## src/design/tsrq_pkg.sv

```systemverilog
// ----------------------------------------------------------------------------
// TCP send and retransmit queue package
// Request and result types, operation and status codes, and the command and
// status groups that pass between the controller and the datapath.
// ----------------------------------------------------------------------------
package tsrq_pkg;

	localparam int COUNT_W = 7;

	typedef logic [2:0] kind_t;
	typedef logic [1:0] status_t;

	localparam kind_t KIND_ENQUEUE = 3'd0;
	localparam kind_t KIND_SEND    = 3'd1;
	localparam kind_t KIND_PEEK    = 3'd2;
	localparam kind_t KIND_ACK     = 3'd3;
	localparam kind_t KIND_FLUSH   = 3'd4;
	localparam kind_t KIND_COUNT   = 3'd5;

	localparam status_t ST_OK    = 2'd0;
	localparam status_t ST_EMPTY = 2'd1;
	localparam status_t ST_FULL  = 2'd2;

	typedef struct packed {
		kind_t       kind;
		logic [15:0] seg_len;
		logic [15:0] buffer_handle;
		logic [31:0] seq;
		logic [4:0]  rank;
	} req_t;

	typedef struct packed {
		status_t              status;
		logic [15:0]          out_len;
		logic [15:0]          out_handle;
		logic [31:0]          out_seq;
		logic [COUNT_W-1:0]   entry_count;
	} rsp_t;

	// Controller to datapath.
	typedef struct packed {
		logic    take_item;
		logic    enq_write;
		logic    send_move;
		logic    rt_peek;
		logic    cap_peek;
		logic    ack_pop;
		logic    cap_sum;
		logic    flush;
		logic    set_status;
		status_t status;
		logic    load_out;
	} cmd_t;

	// Datapath to controller.
	typedef struct packed {
		kind_t kind;
		logic  pend_empty;
		logic  pend_full;
		logic  rt_full;
		logic  peek_miss;
		logic  ack_hit;
	} sts_t;

endpackage

```

## src/design/tsrq_dp.sv

```systemverilog
// ----------------------------------------------------------------------------
// TCP send and retransmit queue datapath
// Holds the request register, both descriptor memories with their pointers
// and fill counts, the result being built, and the result output register.
// ----------------------------------------------------------------------------
module tsrq_dp import tsrq_pkg::*; #(
	parameter int PENDING_DEPTH    = 32,
	parameter int RETRANSMIT_DEPTH = 32
) (
	input  logic clk,
	input  logic arst_n,
	input  req_t req_data,
	input  cmd_t cmd,
	output sts_t sts,
	output rsp_t rsp_data
);

	localparam int PPW = $clog2(PENDING_DEPTH);
	localparam int PFW = $clog2(PENDING_DEPTH + 1);
	localparam int RPW = $clog2(RETRANSMIT_DEPTH);
	localparam int RFW = $clog2(RETRANSMIT_DEPTH + 1);
	localparam int IW  = ((RPW > 5) ? RPW : 5) + 1;
	localparam int SW  = ((PFW > RFW) ? PFW : RFW) + 1;

	function automatic logic [PPW-1:0] p_inc(input logic [PPW-1:0] p);
		return (p == PPW'(PENDING_DEPTH - 1)) ? '0 : PPW'(p + PPW'(1));
	endfunction

	function automatic logic [RPW-1:0] r_inc(input logic [RPW-1:0] p);
		return (p == RPW'(RETRANSMIT_DEPTH - 1)) ? '0 : RPW'(p + RPW'(1));
	endfunction

	req_t             item_q;
	logic [PPW-1:0]   p_head_q, p_tail_q;
	logic [PFW-1:0]   p_fill_q;
	logic [RPW-1:0]   r_head_q, r_tail_q;
	logic [RFW-1:0]   r_fill_q;
	logic [31:0]      p_mem [PENDING_DEPTH];
	logic [63:0]      r_mem [RETRANSMIT_DEPTH];
	logic [31:0]      p_rd_q;
	logic [63:0]      r_rd_q;
	status_t          res_status_q;
	logic [15:0]      res_len_q, res_handle_q;
	logic [31:0]      res_seq_q;
	logic [COUNT_W-1:0] res_count_q;
	rsp_t             rsp_q;

	logic [IW-1:0]    peek_sum;
	logic [IW-1:0]    peek_idx;
	logic [RPW-1:0]   r_addr;
	logic [SW-1:0]    fill_sum;

	// The rank is below the fill, so one subtraction brings the index in range.
	always_comb begin
		peek_sum = IW'(r_head_q) + IW'(item_q.rank);
		peek_idx = (peek_sum >= IW'(RETRANSMIT_DEPTH)) ?
			IW'(peek_sum - IW'(RETRANSMIT_DEPTH)) : peek_sum;
		r_addr   = cmd.rt_peek ? RPW'(peek_idx) : r_head_q;
		fill_sum = SW'(p_fill_q) + SW'(r_fill_q);
	end

	assign sts.kind       = item_q.kind;
	assign sts.pend_empty = (p_fill_q == '0);
	assign sts.pend_full  = (p_fill_q == PFW'(PENDING_DEPTH));
	assign sts.rt_full    = (r_fill_q == RFW'(RETRANSMIT_DEPTH));
	assign sts.peek_miss  = (IW'(item_q.rank) >= IW'(r_fill_q));
	assign sts.ack_hit    = (r_fill_q != '0) && (r_rd_q[63:32] < item_q.seq);

	assign rsp_data = rsp_q;

	always_ff @(posedge clk or negedge arst_n) begin
		if (!arst_n) begin
			p_head_q <= '0;
			p_tail_q <= '0;
			p_fill_q <= '0;
			r_head_q <= '0;
			r_tail_q <= '0;
			r_fill_q <= '0;
		end else if (cmd.flush) begin
			p_head_q <= '0;
			p_tail_q <= '0;
			p_fill_q <= '0;
			r_head_q <= '0;
			r_tail_q <= '0;
			r_fill_q <= '0;
		end else if (cmd.enq_write) begin
			p_tail_q <= p_inc(p_tail_q);
			p_fill_q <= PFW'(p_fill_q + PFW'(1));
		end else if (cmd.send_move) begin
			p_head_q <= p_inc(p_head_q);
			p_fill_q <= PFW'(p_fill_q - PFW'(1));
			r_tail_q <= r_inc(r_tail_q);
			r_fill_q <= RFW'(r_fill_q + RFW'(1));
		end else if (cmd.ack_pop) begin
			r_head_q <= r_inc(r_head_q);
			r_fill_q <= RFW'(r_fill_q - RFW'(1));
		end
	end

	always_ff @(posedge clk) begin
		if (cmd.enq_write) begin
			p_mem[p_tail_q] <= {item_q.seg_len, item_q.buffer_handle};
		end
		p_rd_q <= p_mem[p_head_q];
	end

	always_ff @(posedge clk) begin
		if (cmd.send_move) begin
			r_mem[r_tail_q] <= {item_q.seq, p_rd_q};
		end
		r_rd_q <= r_mem[r_addr];
	end

	always_ff @(posedge clk) begin
		if (cmd.take_item) begin
			item_q       <= req_data;
			res_status_q <= ST_OK;
			res_len_q    <= '0;
			res_handle_q <= '0;
			res_seq_q    <= '0;
			res_count_q  <= '0;
		end else begin
			if (cmd.set_status) begin
				res_status_q <= cmd.status;
			end
			if (cmd.send_move) begin
				res_len_q    <= p_rd_q[31:16];
				res_handle_q <= p_rd_q[15:0];
				res_seq_q    <= item_q.seq;
			end
			if (cmd.cap_peek) begin
				res_len_q    <= r_rd_q[31:16];
				res_handle_q <= r_rd_q[15:0];
				res_seq_q    <= r_rd_q[63:32];
			end
			if (cmd.ack_pop) begin
				res_count_q <= COUNT_W'(res_count_q + COUNT_W'(1));
			end
			if (cmd.cap_sum) begin
				res_count_q <= COUNT_W'(fill_sum);
			end
		end
	end

	always_ff @(posedge clk) begin
		if (cmd.load_out) begin
			rsp_q.status      <= res_status_q;
			rsp_q.out_len     <= res_len_q;
			rsp_q.out_handle  <= res_handle_q;
			rsp_q.out_seq     <= res_seq_q;
			rsp_q.entry_count <= res_count_q;
		end
	end

endmodule

```

## src/design/tsrq_ctrl.sv

```systemverilog
// ----------------------------------------------------------------------------
// TCP send and retransmit queue controller
// Sequences one request at a time through the datapath and owns the result
// valid flag.
// ----------------------------------------------------------------------------
module tsrq_ctrl import tsrq_pkg::*; (
	input  logic clk,
	input  logic arst_n,
	input  logic req_valid,
	output logic req_stall,
	output logic rsp_valid,
	input  logic rsp_stall,
	input  sts_t sts,
	output cmd_t cmd
);

	typedef enum logic [2:0] {
		S_IDLE,
		S_EXEC,
		S_SEND,
		S_PEEK,
		S_ACK_WAIT,
		S_ACK_CMP,
		S_DONE
	} state_t;

	state_t state_q, state_d;
	logic   rsp_valid_q;
	logic   out_free;

	assign out_free  = !rsp_valid_q || !rsp_stall;
	assign req_stall = (state_q != S_IDLE);
	assign rsp_valid = rsp_valid_q;

	always_comb begin
		cmd     = '0;
		state_d = state_q;
		unique case (state_q)
			S_IDLE: begin
				if (req_valid) begin
					cmd.take_item = 1'b1;
					state_d       = S_EXEC;
				end
			end
			S_EXEC: begin
				state_d = S_DONE;
				unique case (sts.kind)
					KIND_ENQUEUE: begin
						if (sts.pend_full) begin
							cmd.set_status = 1'b1;
							cmd.status     = ST_FULL;
						end else begin
							cmd.enq_write = 1'b1;
						end
					end
					KIND_SEND: begin
						if (sts.pend_empty) begin
							cmd.set_status = 1'b1;
							cmd.status     = ST_EMPTY;
						end else if (sts.rt_full) begin
							cmd.set_status = 1'b1;
							cmd.status     = ST_FULL;
						end else begin
							state_d = S_SEND;
						end
					end
					KIND_PEEK: begin
						cmd.rt_peek = 1'b1;
						if (sts.peek_miss) begin
							cmd.set_status = 1'b1;
							cmd.status     = ST_EMPTY;
						end else begin
							state_d = S_PEEK;
						end
					end
					KIND_ACK: begin
						state_d = S_ACK_CMP;
					end
					KIND_FLUSH: begin
						cmd.cap_sum = 1'b1;
						cmd.flush   = 1'b1;
					end
					KIND_COUNT: begin
						cmd.cap_sum = 1'b1;
					end
					default: begin
					end
				endcase
			end
			S_SEND: begin
				cmd.send_move = 1'b1;
				state_d       = S_DONE;
			end
			S_PEEK: begin
				cmd.cap_peek = 1'b1;
				state_d      = S_DONE;
			end
			// The head tag is read in the cycle after the head pointer moves.
			S_ACK_WAIT: begin
				state_d = S_ACK_CMP;
			end
			S_ACK_CMP: begin
				if (sts.ack_hit) begin
					cmd.ack_pop = 1'b1;
					state_d     = S_ACK_WAIT;
				end else begin
					state_d = S_DONE;
				end
			end
			S_DONE: begin
				if (out_free) begin
					cmd.load_out = 1'b1;
					state_d      = S_IDLE;
				end
			end
			default: begin
				state_d = S_IDLE;
			end
		endcase
	end

	always_ff @(posedge clk or negedge arst_n) begin
		if (!arst_n) begin
			state_q     <= S_IDLE;
			rsp_valid_q <= 1'b0;
		end else begin
			state_q <= state_d;
			if (cmd.load_out) begin
				rsp_valid_q <= 1'b1;
			end else if (!rsp_stall) begin
				rsp_valid_q <= 1'b0;
			end
		end
	end

endmodule

```

## src/design/tcp_send_and_retransmit_queue_unit.sv

```systemverilog
// A result is loaded in S_DONE: enqueue, flush, count, unused kinds and a send or
// peek that fails go there from S_EXEC, a send or peek that succeeds passes S_SEND
// or S_PEEK first, and an ack release passes S_ACK_CMP and S_ACK_WAIT per freed entry.
// A new request is accepted at the earliest in the cycle after the previous result
// is loaded, so requests do not overlap; a stalled result output holds S_DONE.
// Reset clears pointers, fill counts and the controller; stores stay undefined.
// ----------------------------------------------------------------------------
// TCP send and retransmit queue unit
// Pending and retransmit descriptor FIFOs with send, peek, ack release, flush
// and count operations, built as a controller and a datapath.
// ----------------------------------------------------------------------------
module tcp_send_and_retransmit_queue_unit import tsrq_pkg::*; #(
	parameter int PENDING_DEPTH    = 32,
	parameter int RETRANSMIT_DEPTH = 32
) (
	input  logic clk,
	input  logic arst_n,
	input  logic req_valid,
	output logic req_stall,
	input  req_t req_data,
	output logic rsp_valid,
	input  logic rsp_stall,
	output rsp_t rsp_data
);

	cmd_t cmd;
	sts_t sts;

	tsrq_ctrl u_ctrl (
		.clk       (clk),
		.arst_n    (arst_n),
		.req_valid (req_valid),
		.req_stall (req_stall),
		.rsp_valid (rsp_valid),
		.rsp_stall (rsp_stall),
		.sts       (sts),
		.cmd       (cmd)
	);

	tsrq_dp #(
		.PENDING_DEPTH    (PENDING_DEPTH),
		.RETRANSMIT_DEPTH (RETRANSMIT_DEPTH)
	) u_dp (
		.clk      (clk),
		.arst_n   (arst_n),
		.req_data (req_data),
		.cmd      (cmd),
		.sts      (sts),
		.rsp_data (rsp_data)
	);

`ifndef SYNTHESIS
	// Only one request is in flight at a time.
	a_one_request: assert property (@(posedge clk) disable iff (!arst_n)
		req_valid && !req_stall |=> req_stall)
		else $error("request accepted while another is in flight");

	a_enq_not_full: assert property (@(posedge clk) disable iff (!arst_n)
		cmd.enq_write |-> !sts.pend_full)
		else $error("enqueue written into a full pending queue");

	a_send_legal: assert property (@(posedge clk) disable iff (!arst_n)
		cmd.send_move |-> !sts.pend_empty && !sts.rt_full)
		else $error("send moved an entry without room or source");

	a_load_shows: assert property (@(posedge clk) disable iff (!arst_n)
		cmd.load_out |=> rsp_valid)
		else $error("loaded result not presented");
`endif

endmodule
```

## config.mk

```make
export PLATFORM = sky130hd
export DESIGN_NAME = tcp_send_and_retransmit_queue_unit
export DESIGN_NICKNAME = d
export VERILOG_FILES = /design/src/design/tsrq_pkg.sv /design/src/design/tsrq_dp.sv /design/src/design/tsrq_ctrl.sv /design/src/design/tcp_send_and_retransmit_queue_unit.sv
export SDC_FILE = /design/constraint.sdc
export NUM_CORES = 2
export LEC_CHECK = 0
export BUFFER_PORTS_ARGS = -buffer_cell sky130_fd_sc_hd__buf_2
export CAP_MARGIN = 40
export CORE_MARGIN = 3
export CORE_UTILIZATION = 38
export DETAILED_ROUTE_END_ITERATION = 16
export PLACE_DENSITY_LB_ADDON = 0.12
export SYNTH_ARGS = -nofsm -noshare
export SYNTH_HDL_FRONTEND = slang
export SYNTH_SLANG_ARGS = --single-unit
```

## constraint.sdc

```tcl
create_clock -name clk -period 15.4 [get_ports clk]
set_input_delay 1.54 -clock clk [delete_from_list [all_inputs] [get_ports clk]]
set_output_delay 1.54 -clock clk [all_outputs]
set_load 0.02 [all_outputs]
```

Word-level counts from Yosys, hierarchy flattened. Memories as Yosys holds them, arrays and structs flattened. A register that Yosys moved wholly into a read port is not among the register bits. Index checks and enable logic that the tools add are counted.

Bits of input ports: 76. Output and inout bits: 75. Memories: 2. Flip-flop bits (word level): 254. RAM bits: 3072. Logic and storage cells: 152.

Memories: u_dp.r_mem (depth 32, bits a word 64, read ports 1, clocked after Yosys merged registers in 1, wr ports 1, RTL line tsrq_dp.sv:39) `logic [63:0] r_mem [RETRANSMIT_DEPTH];`; u_dp.p_mem (depth 32, bits a word 32, read ports 1, clocked after Yosys merged registers in 1, wr ports 1, RTL line tsrq_dp.sv:38) `logic [31:0] p_mem [PENDING_DEPTH];`.

Add/subtract/negate cells: 12. Muxes and demuxes: 68. Equality and inequality tests: 22. Reduce and logical (&&, ||, !) cells: 22. $lt $le $gt $ge: 3.

Operators by type and width (count): two-way mux 5 bit (19); two-way mux 16 bit (4); two-way mux 32 bit (2); two-way mux 6 bit (7); less-than comparator 32 bit (1); two-way mux 3 bit (9); two-way mux 1 bit (21); adder 5 x 1 -> 5 bit, second input constant (4); == test 5 bit, second input constant (4); one-hot mux 3 bit (3 select lines) (2); one-hot mux 3 bit (6 select lines) (1); == test 3 bit, second input constant (5); two-way mux 7 bit (2); adder 6 x 1 -> 6 bit, second input constant (2); == test 3 x 2 -> 1 bit, second input constant (4); == test 6 bit, second input constant (2); subtractor 6 x 1 -> 6 bit, second input constant (2); nonzero test 2 bit (5); nonzero test 3 bit (3); adder 6 x 6 -> 7 bit (1); adder 7 x 1 -> 7 bit, second input constant (1); adder 5 x 5 -> 6 bit (1); == test 3 x 1 -> 1 bit, second input constant (2); greater-or-equal comparator 5 x 6 -> 1 bit (1); other kinds (14) (22).

Depth between registers and ports, before layout.
Depth after elaboration: 8. Gate-level depth with buffers: 14. Gate-level depth less buffers: 12.

Cells and area by module. From an unflattened synthesis, not the netlist that was laid out.

Cell total of the unflattened synthesis: 9409. Area, all modules: 139720.3 sq um.

Modules (own cells, without submodules): tsrq_dp (instances 1, cells an instance 9354, seq. area each 100786.7 sq um, area each 139251.1 sq um); tsrq_ctrl (instances 1, cells an instance 55, seq. area each 100.1 sq um, area each 469.2 sq um).

Least setup slack after synthesis. OpenSTA, ideal clock, no wires.

Path kind: input to register. Start point: in rsp_stall. End point: reg u_dp.rsp_q, in the netlist u_dp.rsp_data[0] (enable). Cell stages on the path: 1. Required time: 14.872 ns. Setup time: 0.528 ns. Slack: 9.772 ns. Buffers on the path: 0. Arrival time: 5.100 ns. Cells stage by stage: a21oi_1.

Cells in the longest elaborated chain, start to end: 4.

RTL lines: start, declared (RTL line tcp_send_and_retransmit_queue_unit.sv:22) `input logic rsp_stall,`; logical NOT 1 bit (RTL line tsrq_ctrl.sv:31) `assign out_free = !rsp_valid_q || !rsp_stall;`; logical OR 1 bit (RTL line tsrq_ctrl.sv:31); two-way mux 1 bit (RTL line tsrq_ctrl.sv:111) `if (out_free) begin`; two-way mux 1 bit (RTL line tsrq_ctrl.sv:38) `unique case (state_q)`; end, declared (RTL line tsrq_dp.sv:46) `rsp_t rsp_q;`.

Every way passes these cells. A chain may end at the register's enable or synchronous reset.

Worst setup path after layout.
Start point: reg u_ctrl.state_q[0]. End point: reg u_dp.r_rd_q[44] (read register of u_dp.r_mem).

Cells in the longest elaborated chain, start to end: 3.

RTL lines: start, declared (RTL line tsrq_ctrl.sv:27) `state_t state_q, state_d;`; start signal, assigned (RTL line tsrq_ctrl.sv:127) `state_q <= state_d;`; == test 3 x 1 -> 1 bit (RTL line tsrq_ctrl.sv:38); two-way mux 1 bit (RTL line tsrq_ctrl.sv:38); two-way mux 5 bit (RTL line tsrq_dp.sv:58) `r_addr = cmd.rt_peek ? RPW'(peek_idx) : r_head_q;`; end, declared (RTL line tsrq_dp.sv:41) `logic [63:0] r_rd_q;`.

Every way passes these cells.

==> metrics <==
Post-CTS Hold Buffers 0; CTS tree yes; Post-Place Cells 12100; Crit-path slowest cell buf_4; register area share after synthesis between 70% and 80%; router iterations before antenna repair 6; crit path cell chain or4b_4 -> nor2_2 -> mux2i_4 -> buf_4 -> buf_16 -> buf_4 -> buf_4 -> buf_4 -> mux2i_1 -> a221oi_1 -> nor4_1 -> nand3_1; CTS H-tree depth 5; r2r setup slk 9.41 ns; post-layout util 44.5%; Syn Nets 7675; worst hold path type flip-flop to flip-flop; critical path launch point type flip-flop; site row count 215; Detailed Place HPWL 206000 µm; final wirelength 375000 µm; Synth Area per Inst ~17 µm²; CTS sink count 3422; area added between synthesis and finish 16.6%; most frequent cell on the critical path buf_4; RSZ-0062 raised after global routing no; vias in the first global route slightly above 70000; Die X about 600 µm; Die ar. roughly 350000 µm²; Resized cells post-CTS 0; Starting Density 38.2%; PwrDens around 180 nW/µm²; final non-filler cell total 12800; core area about 340000 µm²; largest cells by area after synthesis edfxtp_1 (74%), mux4_2 (5.5%), mux2i_1 (3.5%); worst hold stages 0; total gr overflow 0; DR WL/cell a little under 30 µm; Worst EP required 16.19 ns; Post-DRT Antenna Nets 0; DRT iter0 DRCs 6832; Num CTS Buffers 372; Clock Tree Root clkbuf_16; Post-synth top flop edfxtp_1; layout cells sized above 1 about 19%; Worst Setup EP u_dp.r_rd_q[44]$_DFF_P_; VDD IR max about 160 µV; status completed; Tmin final 5.99 ns; Seq cells post-synth 3422; crit end category flip-flop; Synth Instances 7526; Post-Syn Area roughly 130000 µm²; gr usage total 21.0%; Yosys top cell area share between 70% and 80%; Setup TNS 0 ns; drt via density 5.51; fmax 167 MHz; first-pass GRT wire length 534000 µm; Commonest cells post-synth edfxtp_1 (3217), nand2_1 (1083), mux2i_1 (456); Pleak 0.0507 µW; CTS Buffer Depth 4; antenna violations before repair 16; MaxCap Viol Count 0; CP arrival between 6 and 7 ns; Async SR Flop Fraction 1.05%; worst r2r src u_ctrl.state_q[0]$_DFFE_PN0P_; Slew headroom 33.0%; Nets 8079; clock skew 0.0439 ns; WS Path Type flip-flop to flip-flop; latest clock arrival within the worst-skew pair 0.93 ns; FF-to-FF path depth 12; Post-synth EDFFs 3217; Final Cycle Share 38.9%; Worst-path clk slew approximately 0.060 ns; Yosys warning count 0; DRC viols 0; DR vias slightly above 70000; IO buf count 150; Fill cells 29800; leading area contributor after synthesis edfxtp_1; endpoints failing hold 0; worst r2r dst u_dp.r_rd_q[44]$_DFF_P_; Cell variety after synth between 50 and 60; Crit Path Max Fanout 65; CP peak stage delay roughly 0.82 ns; Post-CTS Setup Inserts 0; IO Pins between 150 and 200; worst slew pin tran 0.978 ns; Slew Viols, Final 0; most numerous cell in the Yosys netlist edfxtp_1; largest net degree at the start of global routing between 100 and 150; Die Span Y 593 µm; setup violators final 0; Final GP Congestion between 0.7 and 0.8; Worst Setup SP u_ctrl.state_q[0]$_DFFE_PN0P_
-- critical path, delay by kind of cell (launching register included) --
| family | cells | cell delay [ns] |
|---|---|---|
| buffers and inverters | 5 | 2.91 |
| and+or+nand+nor | 4 | 1.38 |
| AOI/OAI and AO/OA | 1 | 0.11 |
| DFF | 1 | 0.71 |
| muxes | 2 | 0.55 |
-- per-stage QoR --
step           power, µW  setup WS [ns]  hold WS, ns  instance area (µm²)
2_1_floorplan      15600           9.77        0.408               131000
6_report           26800           9.41        0.425               153000
3_5_place_dp       18200           9.38        0.415               140000
5_1_grt            28000           9.09        0.432               153000
3_3_place_gp       17900           9.25        0.413               138000
4_1_cts            27100           9.37        0.415               153000
-- layout by cell type, fill, tap and decap left out, types with 69 or more instances in the layout --
cell	netlist	final
buf_4	4	230
nor2_1	160	91
a221oi_2	120	120
dfxtp_1	169	169
nand3_1	347	347
mux4_2	320	320
ha_1	69	69
buf_2	89	151
a221oi_1	137	137
nor2_4	0	70
nand2_1	1083	1082
clkbuf_16	0	382
clkbuf_1	311	87
a211oi_1	70	70
mux2i_1	456	455
edfxtp_1	3217	3217
buf_16	0	75
a21oi_1	297	296
nand4_1	132	132
a32oi_1	129	129
-- logic make-up after synthesis --
family / count (synthesis) / synth area share, %
buf+inv: 519 / 1.65
mux: 808 / 9.26
fa+ha+maj: 73 / 0.720
simple gates: 1864 / 6.23
xor+xnor: 19 / 0.127
compound gates: 821 / 5.03
flops: 3422 / 77.0
-- sequential cells by signal (all words and copies together) (netlist names), 5 cells and up --
register	flops
u_dp.p_fill_q	6
u_dp.res_count_q	7
u_dp.p_rd_q	32
u_dp.rsp_data	73
u_dp.res_len_q	16
u_dp.r_mem	2048
u_dp.p_head_q	5
u_dp.r_head_q	5
u_dp.r_tail_q	5
u_dp.res_handle_q	16
u_dp.p_mem	1024
u_dp.r_fill_q	6
u_dp.res_seq_q	32
u_dp.r_rd_q	64
u_dp.item_q	69
u_dp.p_tail_q	5
-- layout make-up --
cell class	instances	area [µm²]	area share [%]
sequential	3422	101000	66.0
timing repair buffer	492	5190	3.40
clock inverter	184	1840	1.20
clock buffer	499	10300	6.73
inverter	57	221	0.145
multi-input combinational	3585	28600	18.7
tap	4557	5700	3.73
antenna	3	7.51	0.00491
-- where the power goes --
part	switching (µW)	internal, µW
combinational	4240	2230
clock	3660	5210
sequential	335	11100
-- metal layers --
metal	GRT usage (%)	share of wire, %	vias up	routed length (µm)
li1	-	-	30700	-
met1	29.3	44	37400	164000
met2	35.4	49	1943	185000
met3	2.50	4.9	495	18500
met4	4.60	2.0	0	7520
met5	0	0	-	0
-- worst min-delay path by stage --
stage,start,endpoint
final,u_dp.res_seq_q[22]$_SDFFE_PP0P_,u_dp.rsp_data[29]$_DFFE_PP_
after detailed placement,u_dp.res_seq_q[22]$_SDFFE_PP0P_,u_dp.rsp_data[29]$_DFFE_PP_
after CTS,arst_n,u_ctrl.rsp_valid$_DFFE_PN0P_
after floorplan,u_dp.res_status_q[0]$_SDFFE_PP0P_,u_dp.rsp_data[71]$_DFFE_PP_
after global routing,u_dp.res_handle_q[5]$_SDFFE_PP0P_,u_dp.rsp_data[44]$_DFFE_PP_
after global placement,u_dp.res_seq_q[12]$_SDFFE_PP0P_,u_dp.rsp_data[19]$_DFFE_PP_
No activity file was read; power rests on OpenSTA's default activity.
